**src/rtl/wsmd_pkg.sv**
```systemverilog
// ----------------------------------------------------------------------------
// wsmd_pkg
// Shared types and constants of the wav stream mono downmixer.
// ----------------------------------------------------------------------------
package wsmd_pkg;

   // result kinds
   localparam logic [1:0] KIND_INFO   = 2'd0;
   localparam logic [1:0] KIND_SAMPLE = 2'd1;
   localparam logic [1:0] KIND_ERROR  = 2'd2;

   // format codes
   localparam logic [2:0] FMT_NONE     = 3'd0;
   localparam logic [2:0] FMT_MONO8    = 3'd1;
   localparam logic [2:0] FMT_MONO16   = 3'd2;
   localparam logic [2:0] FMT_STEREO8  = 3'd3;
   localparam logic [2:0] FMT_STEREO16 = 3'd4;

   // error codes
   localparam logic [2:0] ERR_NONE      = 3'd0;
   localparam logic [2:0] ERR_NO_RIFF   = 3'd1;
   localparam logic [2:0] ERR_NO_WAVE   = 3'd2;
   localparam logic [2:0] ERR_NO_DATA   = 3'd3;
   localparam logic [2:0] ERR_TRUNCATED = 3'd4;

   // header tags, big-endian as they arrive in the tag window
   localparam logic [31:0] TAG_RIFF = 32'h5249_4646;
   localparam logic [31:0] TAG_WAVE = 32'h5741_5645;
   localparam logic [31:0] TAG_DATA = 32'h6461_7461;

   // job queue between front and back
   localparam int QUEUE_DEPTH = 4;
   localparam int QUEUE_AW    = $clog2(QUEUE_DEPTH);
   localparam int QUEUE_CW    = $clog2(QUEUE_DEPTH + 1);

   typedef enum logic [2:0] {
      OP_INFO,
      OP_ERROR,
      OP_MONO8,
      OP_MONO16,
      OP_STEREO8,
      OP_STEREO16
   } op_type;

   typedef struct packed {
      logic [7:0] data_byte;
      logic       last_byte;
   } req_type;

   typedef struct packed {
      logic [1:0]         kind;
      logic signed [15:0] sample;
      logic [7:0]         channels;
      logic [31:0]        sample_rate;
      logic [7:0]         bits_per_sample;
      logic [31:0]        data_size;
      logic [2:0]         format_code;
      logic [2:0]         error_code;
   } rsp_type;

   // one classified word handed from front to back
   typedef struct packed {
      op_type      op;
      logic [23:0] frame;
      logic [7:0]  data_byte;
      logic [7:0]  channels;
      logic [31:0] sample_rate;
      logic [7:0]  bits_per_sample;
      logic [31:0] data_size;
      logic [2:0]  format_code;
      logic [2:0]  error_code;
   } job_type;

endpackage

```
**src/rtl/wsmd_front.sv**
```systemverilog
// ----------------------------------------------------------------------------
// wsmd_front
// Header parser and frame collector: takes one byte a cycle while accept is high and classifies
// it into a job for the back end, or into nothing.
// ----------------------------------------------------------------------------
module wsmd_front
   import wsmd_pkg::*;
(
   input  logic    clock,
   input  logic    reset,
   input  logic    accept,
   input  req_type req,
   output logic    job_valid,
   output job_type job
);

   typedef enum logic [1:0] {
      PH_HEADER  = 2'd0,
      PH_PAYLOAD = 2'd1,
      PH_SKIP    = 2'd2
   } phase_type;

   localparam logic [5:0] POS_RIFF_END = 6'd3;
   localparam logic [5:0] POS_WAVE_END = 6'd11;
   localparam logic [5:0] POS_CHANNELS = 6'd22;
   localparam logic [5:0] POS_BITS     = 6'd34;
   localparam logic [5:0] POS_DATA_END = 6'd39;
   localparam logic [5:0] POS_LAST     = 6'd43;

   phase_type   phase_ff, phase_in;
   logic [5:0]  hdr_pos_ff, hdr_pos_in;
   logic [31:0] tag_ff, tag_in;
   logic [7:0]  channel_ff, channel_in;
   logic [31:0] rate_ff, rate_in;
   logic [7:0]  bits_ff, bits_in;
   logic [31:0] remaining_ff, remaining_in;
   logic [23:0] frame_ff, frame_in;
   logic [1:0]  frame_pos_ff, frame_pos_in;

   logic [31:0] tag_new;
   logic [7:0]  b;
   logic [2:0]  fmt;
   logic [2:0]  need;
   logic [2:0]  have;

   function automatic logic [2:0] format_of(input logic [7:0] ch, input logic [7:0] bits);
      logic [2:0] f;
      f = FMT_NONE;
      if (ch == 8'd1) begin
         if (bits == 8'd8) f = FMT_MONO8;
         else if (bits == 8'd16) f = FMT_MONO16;
      end else if (ch == 8'd2) begin
         if (bits == 8'd8) f = FMT_STEREO8;
         else if (bits == 8'd16) f = FMT_STEREO16;
      end
      return f;
   endfunction

   assign b       = req.data_byte;
   assign tag_new = {tag_ff[23:0], b};
   assign fmt     = format_of(channel_ff, bits_ff);
   assign have    = {1'b0, frame_pos_ff} + 3'd1;

   always_comb begin
      case (fmt)
         FMT_MONO8:    need = 3'd1;
         FMT_STEREO16: need = 3'd4;
         default:      need = 3'd2;
      endcase
   end

   always_comb begin
      phase_in     = phase_ff;
      hdr_pos_in   = hdr_pos_ff;
      tag_in       = tag_ff;
      channel_in   = channel_ff;
      rate_in      = rate_ff;
      bits_in      = bits_ff;
      remaining_in = remaining_ff;
      frame_in     = frame_ff;
      frame_pos_in = frame_pos_ff;
      job_valid    = 1'b0;
      job          = '0;
      job.op       = OP_INFO;
      if (accept) begin
         case (phase_ff)
            PH_HEADER: begin
               tag_in = tag_new;
               if (hdr_pos_ff == POS_RIFF_END && tag_new != TAG_RIFF) begin
                  phase_in       = PH_SKIP;
                  job_valid      = 1'b1;
                  job.op         = OP_ERROR;
                  job.error_code = ERR_NO_RIFF;
               end else if (hdr_pos_ff == POS_WAVE_END && tag_new != TAG_WAVE) begin
                  phase_in       = PH_SKIP;
                  job_valid      = 1'b1;
                  job.op         = OP_ERROR;
                  job.error_code = ERR_NO_WAVE;
               end else if (hdr_pos_ff == POS_DATA_END && tag_new != TAG_DATA) begin
                  phase_in       = PH_SKIP;
                  job_valid      = 1'b1;
                  job.op         = OP_ERROR;
                  job.error_code = ERR_NO_DATA;
               end else begin
                  if (hdr_pos_ff == POS_CHANNELS) channel_in = b;
                  if (hdr_pos_ff == POS_BITS) bits_in = b;
                  // little-endian rate and size fields
                  case (hdr_pos_ff)
                     6'd24:   rate_in = {24'd0, b};
                     6'd25:   rate_in[15:8] = b;
                     6'd26:   rate_in[23:16] = b;
                     6'd27:   rate_in[31:24] = b;
                     6'd40:   remaining_in = {24'd0, b};
                     6'd41:   remaining_in[15:8] = b;
                     6'd42:   remaining_in[23:16] = b;
                     6'd43:   remaining_in[31:24] = b;
                     default: ;
                  endcase
                  if (hdr_pos_ff == POS_LAST) begin
                     phase_in            = PH_PAYLOAD;
                     frame_in            = '0;
                     frame_pos_in        = '0;
                     job_valid           = 1'b1;
                     job.op              = OP_INFO;
                     job.channels        = channel_ff;
                     job.sample_rate     = rate_in;
                     job.bits_per_sample = bits_ff;
                     job.data_size       = remaining_in;
                     job.format_code     = fmt;
                  end else begin
                     hdr_pos_in = hdr_pos_ff + 6'd1;
                     if (req.last_byte) begin
                        job_valid      = 1'b1;
                        job.op         = OP_ERROR;
                        job.error_code = ERR_TRUNCATED;
                     end
                  end
               end
            end
            PH_PAYLOAD: begin
               if (remaining_ff != '0) begin
                  remaining_in = remaining_ff - 32'd1;
                  if (fmt != FMT_NONE) begin
                     if (have < need) begin
                        case (frame_pos_ff)
                           2'd0:    frame_in[7:0] = b;
                           2'd1:    frame_in[15:8] = b;
                           2'd2:    frame_in[23:16] = b;
                           default: ;
                        endcase
                        frame_pos_in = frame_pos_ff + 2'd1;
                     end else begin
                        frame_in      = '0;
                        frame_pos_in  = '0;
                        job_valid     = 1'b1;
                        job.frame     = frame_ff;
                        job.data_byte = b;
                        case (fmt)
                           FMT_MONO8:   job.op = OP_MONO8;
                           FMT_MONO16:  job.op = OP_MONO16;
                           FMT_STEREO8: job.op = OP_STEREO8;
                           default:     job.op = OP_STEREO16;
                        endcase
                     end
                  end
               end
            end
            default: ;
         endcase
         if (req.last_byte) begin
            phase_in     = PH_HEADER;
            hdr_pos_in   = '0;
            tag_in       = '0;
            frame_in     = '0;
            frame_pos_in = '0;
         end
      end
   end

   always_ff @(posedge clock) begin
      if (reset) begin
         phase_ff     <= PH_HEADER;
         hdr_pos_ff   <= '0;
         tag_ff       <= '0;
         channel_ff   <= '0;
         rate_ff      <= '0;
         bits_ff      <= '0;
         remaining_ff <= '0;
         frame_ff     <= '0;
         frame_pos_ff <= '0;
      end else begin
         phase_ff     <= phase_in;
         hdr_pos_ff   <= hdr_pos_in;
         tag_ff       <= tag_in;
         channel_ff   <= channel_in;
         rate_ff      <= rate_in;
         bits_ff      <= bits_in;
         remaining_ff <= remaining_in;
         frame_ff     <= frame_in;
         frame_pos_ff <= frame_pos_in;
      end
   end

endmodule

```
**src/rtl/wsmd_queue.sv**
```systemverilog
// ----------------------------------------------------------------------------
// wsmd_queue
// Short first-in first-out queue of jobs between front and back.
// ----------------------------------------------------------------------------
module wsmd_queue
   import wsmd_pkg::*;
(
   input  logic    clock,
   input  logic    reset,
   input  logic    wr_en,
   input  job_type wr_job,
   output logic    full,
   input  logic    rd_en,
   output logic    empty,
   output job_type rd_job
);

   job_type               mem_ff [QUEUE_DEPTH];
   logic [QUEUE_AW-1:0]   wr_ptr_ff, wr_ptr_in;
   logic [QUEUE_AW-1:0]   rd_ptr_ff, rd_ptr_in;
   logic [QUEUE_CW-1:0]   count_ff, count_in;
   logic                  do_wr;
   logic                  do_rd;

   assign full   = (count_ff == QUEUE_CW'(QUEUE_DEPTH));
   assign empty  = (count_ff == '0);
   assign rd_job = mem_ff[rd_ptr_ff];
   assign do_wr  = wr_en && !full;
   assign do_rd  = rd_en && !empty;

   always_comb begin
      wr_ptr_in = do_wr ? wr_ptr_ff + QUEUE_AW'(1) : wr_ptr_ff;
      rd_ptr_in = do_rd ? rd_ptr_ff + QUEUE_AW'(1) : rd_ptr_ff;
      count_in  = count_ff;
      if (do_wr && !do_rd) count_in = count_ff + QUEUE_CW'(1);
      else if (do_rd && !do_wr) count_in = count_ff - QUEUE_CW'(1);
   end

   always_ff @(posedge clock) begin
      if (do_wr) mem_ff[wr_ptr_ff] <= wr_job;
   end

   always_ff @(posedge clock) begin
      if (reset) begin
         wr_ptr_ff <= '0;
         rd_ptr_ff <= '0;
         count_ff  <= '0;
      end else begin
         wr_ptr_ff <= wr_ptr_in;
         rd_ptr_ff <= rd_ptr_in;
         count_ff  <= count_in;
      end
   end

endmodule

```
**src/rtl/wsmd_back.sv**
```systemverilog
// ----------------------------------------------------------------------------
// wsmd_back
// Result builder: forms samples (pass-through or stereo average) and header
// and error words, and holds the oldest result in an output register.
// ----------------------------------------------------------------------------
module wsmd_back
   import wsmd_pkg::*;
(
   input  logic    clock,
   input  logic    reset,
   input  logic    q_empty,
   input  job_type q_job,
   output logic    q_pop,
   input  logic    pop,
   output logic    empty,
   output rsp_type rsp_item
);

   logic        out_valid_ff, out_valid_in;
   rsp_type     out_item_ff, out_item_in;
   logic [8:0]  sum8;
   logic [16:0] sum16;
   logic [16:0] adj16;
   logic [15:0] sample;

   assign q_pop    = !q_empty && (!out_valid_ff || pop);
   assign empty    = !out_valid_ff;
   assign rsp_item = out_item_ff;

   assign sum8  = {1'b0, q_job.frame[7:0]} + {1'b0, q_job.data_byte};
   assign sum16 = {q_job.frame[15], q_job.frame[15:0]}
                + {q_job.data_byte[7], q_job.data_byte, q_job.frame[23:16]};
   // add one to a negative sum so the halving truncates toward zero
   assign adj16 = sum16 + {16'd0, sum16[16]};

   always_comb begin
      case (q_job.op)
         OP_MONO8:    sample = {8'd0, q_job.data_byte};
         OP_MONO16:   sample = {q_job.data_byte, q_job.frame[7:0]};
         OP_STEREO8:  sample = {8'd0, sum8[8:1]};
         OP_STEREO16: sample = adj16[16:1];
         default:     sample = '0;
      endcase
   end

   always_comb begin
      out_item_in = '0;
      case (q_job.op)
         OP_INFO: begin
            out_item_in.kind            = KIND_INFO;
            out_item_in.channels        = q_job.channels;
            out_item_in.sample_rate     = q_job.sample_rate;
            out_item_in.bits_per_sample = q_job.bits_per_sample;
            out_item_in.data_size       = q_job.data_size;
            out_item_in.format_code     = q_job.format_code;
         end
         OP_ERROR: begin
            out_item_in.kind       = KIND_ERROR;
            out_item_in.error_code = q_job.error_code;
         end
         default: begin
            out_item_in.kind   = KIND_SAMPLE;
            out_item_in.sample = sample;
         end
      endcase
   end

   always_comb begin
      out_valid_in = out_valid_ff;
      if (q_pop) out_valid_in = 1'b1;
      else if (pop) out_valid_in = 1'b0;
   end

   always_ff @(posedge clock) begin
      if (q_pop) out_item_ff <= out_item_in;
   end

   always_ff @(posedge clock) begin
      if (reset) begin
         out_valid_ff <= 1'b0;
      end else begin
         out_valid_ff <= out_valid_in;
      end
   end

endmodule

```
**src/rtl/wav_stream_mono_downmixer_unit.sv**
```systemverilog
// a result word is registered in the job queue and then in the output register before it shows on the result ports
// throughput: one byte per cycle while the job queue is not full, set by the header parser and frame collector
// a four-word job queue and one output register decouple input from result side
// reset: synchronous, active high; returns to header parsing with queue and output empty
// ----------------------------------------------------------------------------
// wav_stream_mono_downmixer_unit
// Parses a WAV header from a byte stream and emits header info, errors and
// mono samples, averaging stereo frames.
// ----------------------------------------------------------------------------
module wav_stream_mono_downmixer_unit
   import wsmd_pkg::*;
(
   input  logic    clock,
   input  logic    reset,
   input  logic    push,
   output logic    full,
   input  req_type req_item,
   output logic    empty,
   input  logic    pop,
   output rsp_type rsp_item
);

   logic    accept;
   logic    job_valid;
   job_type job;
   logic    q_empty;
   logic    q_pop;
   job_type q_job;

   assign accept = push && !full;

   wsmd_front u_front (
      .clock     (clock),
      .reset     (reset),
      .accept    (accept),
      .req       (req_item),
      .job_valid (job_valid),
      .job       (job)
   );

   wsmd_queue u_queue (
      .clock  (clock),
      .reset  (reset),
      .wr_en  (job_valid),
      .wr_job (job),
      .full   (full),
      .rd_en  (q_pop),
      .empty  (q_empty),
      .rd_job (q_job)
   );

   wsmd_back u_back (
      .clock    (clock),
      .reset    (reset),
      .q_empty  (q_empty),
      .q_job    (q_job),
      .q_pop    (q_pop),
      .pop      (pop),
      .empty    (empty),
      .rsp_item (rsp_item)
   );

endmodule

```
**config.mk**
```make
export PLATFORM = sky130hd
export DESIGN_NAME = wav_stream_mono_downmixer_unit
export DESIGN_NICKNAME = d
export VERILOG_FILES = /design/src/rtl/wsmd_pkg.sv /design/src/rtl/wsmd_front.sv /design/src/rtl/wsmd_queue.sv /design/src/rtl/wsmd_back.sv /design/src/rtl/wav_stream_mono_downmixer_unit.sv
export SDC_FILE = /design/constraint.sdc
export NUM_CORES = 1
export LEC_CHECK = 0
export BUFFER_PORTS_ARGS = -buffer_cell sky130_fd_sc_hd__buf_2
export CORE_MARGIN = 10
export CORE_UTILIZATION = 45
export CTS_CLUSTER_SIZE = 40
export DETAILED_ROUTE_END_ITERATION = 16
export PLACE_DENSITY = 0.59
export SKIP_CTS_REPAIR_TIMING = 1
export SYNTH_ARGS = -nofsm -noshare
export SYNTH_HDL_FRONTEND = slang
export SYNTH_SLANG_ARGS = --single-unit
```
**constraint.sdc**
```tcl
create_clock -name clock -period 10.83 [get_ports clock]
set_input_delay 1.6245 -clock clock [delete_from_list [all_inputs] [get_ports clock]]
set_output_delay 1.6245 -clock clock [all_outputs]
set_load 0.01 [all_outputs]
```
Word level (Yosys, flattened, before mapping). Memories as Yosys holds them, arrays and structs flattened. A register that Yosys moved wholly into a read port is not among the register bits. Index checks and enable logic that the tools add are counted.

Logic and storage cells: 225. Memories: 1. Register bits: 250. RAM bits: 484. Output and inout bits: 106.

Equal/unequal tests: 50. Muxes and demuxes: 97. Reductions and logical operators: 39. $add $sub $neg: 11. $lt $le $gt $ge: 1. Bitwise operators: 3.

Memories: u_queue.mem_ff (depth 4, width 121, rd ports 1, clocked after memory_dff 1, write ports 1, line wsmd_queue.sv:18) `job_type mem_ff [QUEUE_DEPTH];`.

Operator list (count): 83-bit two-way mux (4); 24-bit two-way mux (10); 32-bit two-way mux (5); 121-bit two-way mux (1); 35-bit two-way mux (3); 32-bit by 31-bit != test with 1-bit output (second input constant) (3); 8-bit case mux with 2 select lines (6); 86-bit two-way mux (1); 16-bit case mux with 4 select lines (1); 32-bit case mux with 2 select lines (1); 24-bit case mux with 2 select lines (1); 3-bit two-way mux (15); 8-bit two-way mux (5); 6-bit equality test (second input constant) (6); 6-bit two-way mux (6); 2-bit two-way mux (17); 32-bit nonzero test (1); 32-bit by 1-bit subtractor with 32-bit output (second input constant) (1); 6-bit by 5-bit equality test with 1-bit output (second input constant) (5); 9-bit AND reduction (3); 6-bit AND reduction (4); 16-bit by 16-bit adder with 17-bit output (1); 17-bit by 1-bit adder with 17-bit output (1); 1-bit two-way mux (15); other kinds (41) (85).

Logic depth before layout (Yosys ltp).
Depth after elaboration: 18. Mapped depth: 20.

Hierarchy. Synthesis repeated with hierarchy kept, for this count alone.

Cells, all modules: 2215. Area total of the unflattened synthesis: 31690.4 µm².

Modules (own cells, without submodules): wsmd_queue (instances 1, seq. area each 14714.1 µm², cells each 680, area each 18011.0 µm²); wsmd_front (instances 1, seq. area each 2762.6 µm², cells each 1060, area each 8046.5 µm²); wsmd_back (instances 1, seq. area each 3143.0 µm², cells each 474, area each 5619.1 µm²); wav_stream_mono_downmixer_unit (instances 1, seq. area each 0.0 µm², cells each 1, area each 13.8 µm²).

Worst setup path before layout. Ideal clock, no wire load.

Kind: input -> register. Start: input port req_item[3] (netlist name). End: memory u_queue.mem_ff[0][0] (netlist name) (enable). Arrival: 7873 ps. Setup slack: 2340 ps. Required time: 10213 ps. Buffers on the path: 1. Stages on the path: 8. Setup time: 617 ps. Path through: nor4bb_1 nand4_1 nor3_1 a2bb2oi_2 buf_2 nand4_1 a31oi_4 nor2b_1.

Word-level cells in the longest chain between the ends: 10. Elaborated cells on any way between the ends: 14. Classes of those cells: eq/ne (3); mux (7); reduce/logical (4).

RTL lines: start, declared (line wav_stream_mono_downmixer_unit.sv:17) `input req_type req_item,`; 32-bit by 31-bit != test with 1-bit output (line wsmd_front.sv:99) `end else if (hdr_pos_ff == POS_DATA_END && tag_new != TAG_DATA) begin`; 1-bit logical AND (line wsmd_front.sv:99); 1-bit two-way mux (line wsmd_front.sv:99); 1-bit two-way mux (line wsmd_front.sv:94) `end else if (hdr_pos_ff == POS_WAVE_END && tag_new != TAG_WAVE) begin`; 1-bit two-way mux * (line wsmd_front.sv:89) `if (hdr_pos_ff == POS_RIFF_END && tag_new != TAG_RIFF) begin`; 1-bit case mux with 2 select lines * (line wsmd_front.sv:86) `case (phase_ff)`; 1-bit two-way mux * (line wsmd_front.sv:85) `if (accept) begin`; 1-bit logical AND * (line wsmd_queue.sv:28) `assign do_wr = wr_en && !full;`; 1-bit two-way mux * (line wsmd_queue.sv:40) `if (do_wr) mem_ff[wr_ptr_ff] <= wr_job;`; 1-bit two-way mux (implied by the code) * (line wsmd_queue.sv:40); end, declared (line wsmd_queue.sv:18).

Mark *: on every way between the ends. The rest lies on a longest branch, timed or not.

Worst setup path in the final report.
Start: input port req_item[4] (netlist name). End: memory u_queue.mem_ff[2][107] (netlist name) (enable).

The elaborated chain is that of the path after synthesis.

==> results.yml <==
synth:
  syn-num-nets: 2234
  ys_warn_count: 0
  netlist_area_sq_um: 31100
  synthArstFlopShare_pct: 0
  ys_seq_area_share_pct: 66.3
  synth_mux_area_share_pct: 10.7
  synthSimpleGateAreaFrac_pct: 11.0
  ys_seq_elements: 736
  synth.avg_cell_area_sq_um: 14.3
  synth-edff-count: 588
  synth_fa_ha_area_share_pct: 1.84
  synth_top_family_by_area: "simple AND/OR/NAND/NOR gates"
  yosysUniqueCellTypes: 75
  ys.flop_type: "edfxtp_1"
  synth_compound_area_share_pct: 6.97
  synthXorXnorAreaFrac_pct: 0.986
  syn_inst: 2177
clock_tree:
  cts_root_buf: "clkbuf_16"
  clk_latency_ns: 0.63
  clock_path_buffers: 3
  h-tree-depth: 3
  cts_sinks: 736
  clk_pin_slew_ns: 0.06
  cts_made_buffers: 76
  cts_tree: "built"
setup_path:
  path_common_cell: "buf_4"
  cpLargestDelayFamily: "simple AND/OR/NAND/NOR gates"
  cp_cell_sequence: "buf_2, or3b_2, or4_1, or3_1, a2bb2oi_2, nand4_1, a31oi_4, nor2b_4, buf_4, buf_4"
  critical_path_class: "in2reg"
  arrival_ns: 5.90
  cp-startpoint: "req_item[4]"
  worstPathMaxFanout: 58
  max_stage_delay_ns: 0.56
  critical_path_buf_inv_count: 3
  critical-path-slowest-cell: "a2bb2oi_2"
  crit_required_ns: 11.04
  cp-end-kind: "flip-flop"
  crit_path_start_kind: "input pin"
floorplan:
  pin_count: 119
  die_h_um: 283
  start_util_pct: 45.3
  die_area_sq_um: 80000
  die_x_um: 283
  num_rows: 96
  core_area_sq_um: 68600
detailed_routing:
  routed_wl_mm: 72.4
  via_count: 18345
  wl_per_cell_um: 22.3
  viasPerCell: 5.64
  antenna_left: 0
  drt_iter0_drc: 1584
  dr.pass1.iters: 7
  drc: 0
grt:
  antenna_found_initial: 5
  grt_pass1_vias: 18705
  groute.usage.overall_pct: 17.8
  grt_max_degree: 101
  overflow: 0
  grt_pass1_wl_mm: 112
placed_design:
  gp_congestion: 0.860
  place.port_buffers: 118
  dp_hpwl_mm: 44.9
  placed_cell_area_sq_um: 32600
sta:
  fmax_mhz: 176
  final-hold-violation-count: 0
  finalSetupTns_ns: 0
  rsz0062_at_grt: "no"
  final_max_slew_viol_count: 0
  fin_skew_ns: 0.0440
  finalCritPeriodShare_pct: 52.5
  tightest_slew_ns: 1.13
  period_needed_ns: 5.68
  slew_headroom_pct: 24.8
  setup_violations: 0
worst_hold_path:
  worstHoldPathType: "reg2reg"
  hp-start: "u_front.remaining_ff[18]"
pwr:
  ir_worst_vdd_mv: 0.150
  powerDensity_nw_per_um2: 241
  power_mw: 8.46
  leakagePower_nw: 12.1
cells_and_area:
  finalCoreUtilization_pct: 51.2
  stdcell_area_sq_um: 35100
  nNetsFinal: 2314
  synthToLayoutAreaGrowth_pct: 12.9
  n_antenna_cell: 0
  drive_gt1_share_pct: 17.8
job:
  maxCapViolations: 0
status:
  status: "finished, final reports clean"
## through the flow
stage,worst slack [ns],instances,hold slack (ns)
global placement,4.64,3110,0.460
detailed placement,4.54,3110,0.460
CTS,5.09,3251,0.472
floorplan,2.34,2177,0.440
finish,5.15,3251,0.479
global route,4.55,3251,0.497
## cells in the mapped netlist, types with 13 or more instances
| cell | n | area share (%) |
|---|---|---|
| edfxtp_1 | 588 | 57 |
| nor2_1 | 219 | 2.6 |
| dfxtp_1 | 148 | 9.5 |
| nand2_1 | 123 | 1.5 |
| clkbuf_1 | 122 | 1.5 |
| mux4_2 | 121 | 8.8 |
| a22oi_1 | 102 | 2.5 |
| and3_1 | 97 | 2.0 |
| and2_1 | 81 | 1.6 |
| mux2i_1 | 60 | 1.9 |
| a21oi_1 | 59 | 0.95 |
| o21ai_0 | 57 | 0.92 |
| ha_1 | 41 | 1.6 |
| inv_1 | 37 | 0.45 |
| nand3_1 | 29 | 0.47 |
| nor3_1 | 27 | 0.43 |
| xnor2_1 | 20 | 0.56 |
| nor2b_1 | 18 | 0.36 |
| a211oi_1 | 17 | 0.41 |
| nor4_1 | 16 | 0.32 |
| o22ai_1 | 16 | 0.32 |
| xor2_1 | 15 | 0.42 |
| buf_1 | 13 | 0.16 |
## layout by cell type, fill, tap and decap left out, types with 15 or more instances in the layout
cell type  instances
nand3_1           28
buf_4             26
inv_1             36
nand2_1          123
dfxtp_1          146
mux4_2           121
buf_2            117
mux2i_1           60
clkinv_2          15
a211oi_1          17
o22ai_1           16
edfxtp_1         588
nor4_1            16
xnor2_1           20
nor2_1           215
and2_1            81
a21oi_1           58
ha_1              41
xor2_1            15
o21ai_0           57
nor3_1            26
and3_1            97
a22oi_1          102
clkbuf_16         77
## worst min-delay path: stages, from the launching register on
cell     delay [ns]
dfxtp_1        0.32
nand2_1        0.06
a21oi_1        0.05
## power by group
group | switching (mW) | leakage, nW | total, mW | internal (mW)
clock network | 1.09 | 1.22 | 2.61 | 1.52
logic | 1.38 | 4.23 | 2.30 | 0.918
registers | 0.120 | 6.67 | 3.55 | 3.43
## final timing paths
| kind | to | slack [ns] | depth (start not counted) |
|---|---|---|---|
| setup / recovery | u_queue.mem_ff[2][107] | 5.15 | 10 |
| hold / removal | u_front.remaining_ff[18] | 0.48 | 2 |
| setup reg to reg | u_back.rsp_item[99] | 5.21 | 16 |
| hold reg to reg | u_front.remaining_ff[18] | 0.48 | 2 |
## cell families after synthesis
kind of cell	Yosys count
DFF	736
and+or+nand+nor	679
muxes	182
xor gates and xnor gates	35
adders and majority gates	44
AOI/OAI and AO/OA	322
buffers and inverters	179
## state kept, by name, indices dropped and copies added, names as in the netlist, named ones only
signal	cells
u_queue.rd_ptr_ff	2
u_front.bits_ff	8
u_back.rsp_item	104
u_front.rate_ff	32
u_front.remaining_ff	32
u_front.frame_ff	24
u_front.channel_ff	8
u_front.phase_ff	2
u_queue.wr_ptr_ff	2
u_queue.mem_ff	484
u_queue.count_ff	3
u_front.tag_ff	24
u_front.frame_pos_ff	2
u_back.out_valid_ff	1
u_front.hdr_pos_ff	6
## layer usage
| layer | global-route usage [%] | part of all wire [%] | routed length, um |
|---|---|---|---|
| met4 | 5.05 | 1.9 | 1400 |
| met3 | 3.87 | 6.4 | 4600 |
| met1 | 23.7 | 44 | 31600 |
| met2 | 29.1 | 48 | 34800 |
| met5 | 0 | 0.039 | 28 |
## cell type report
| cell class | instances | area, sq um |
|---|---|---|
| timing repair buffer | 144 | 801 |
| inverter | 37 | 139 |
| multi-input combinational | 1262 | 9870 |
| sequential | 736 | 20600 |
| tap | 931 | 1160 |
| fill | 5755 | 33500 |
| clock buffer | 92 | 1990 |
| clock inverter | 49 | 510 |
Power figures use the tool's default switching activity.
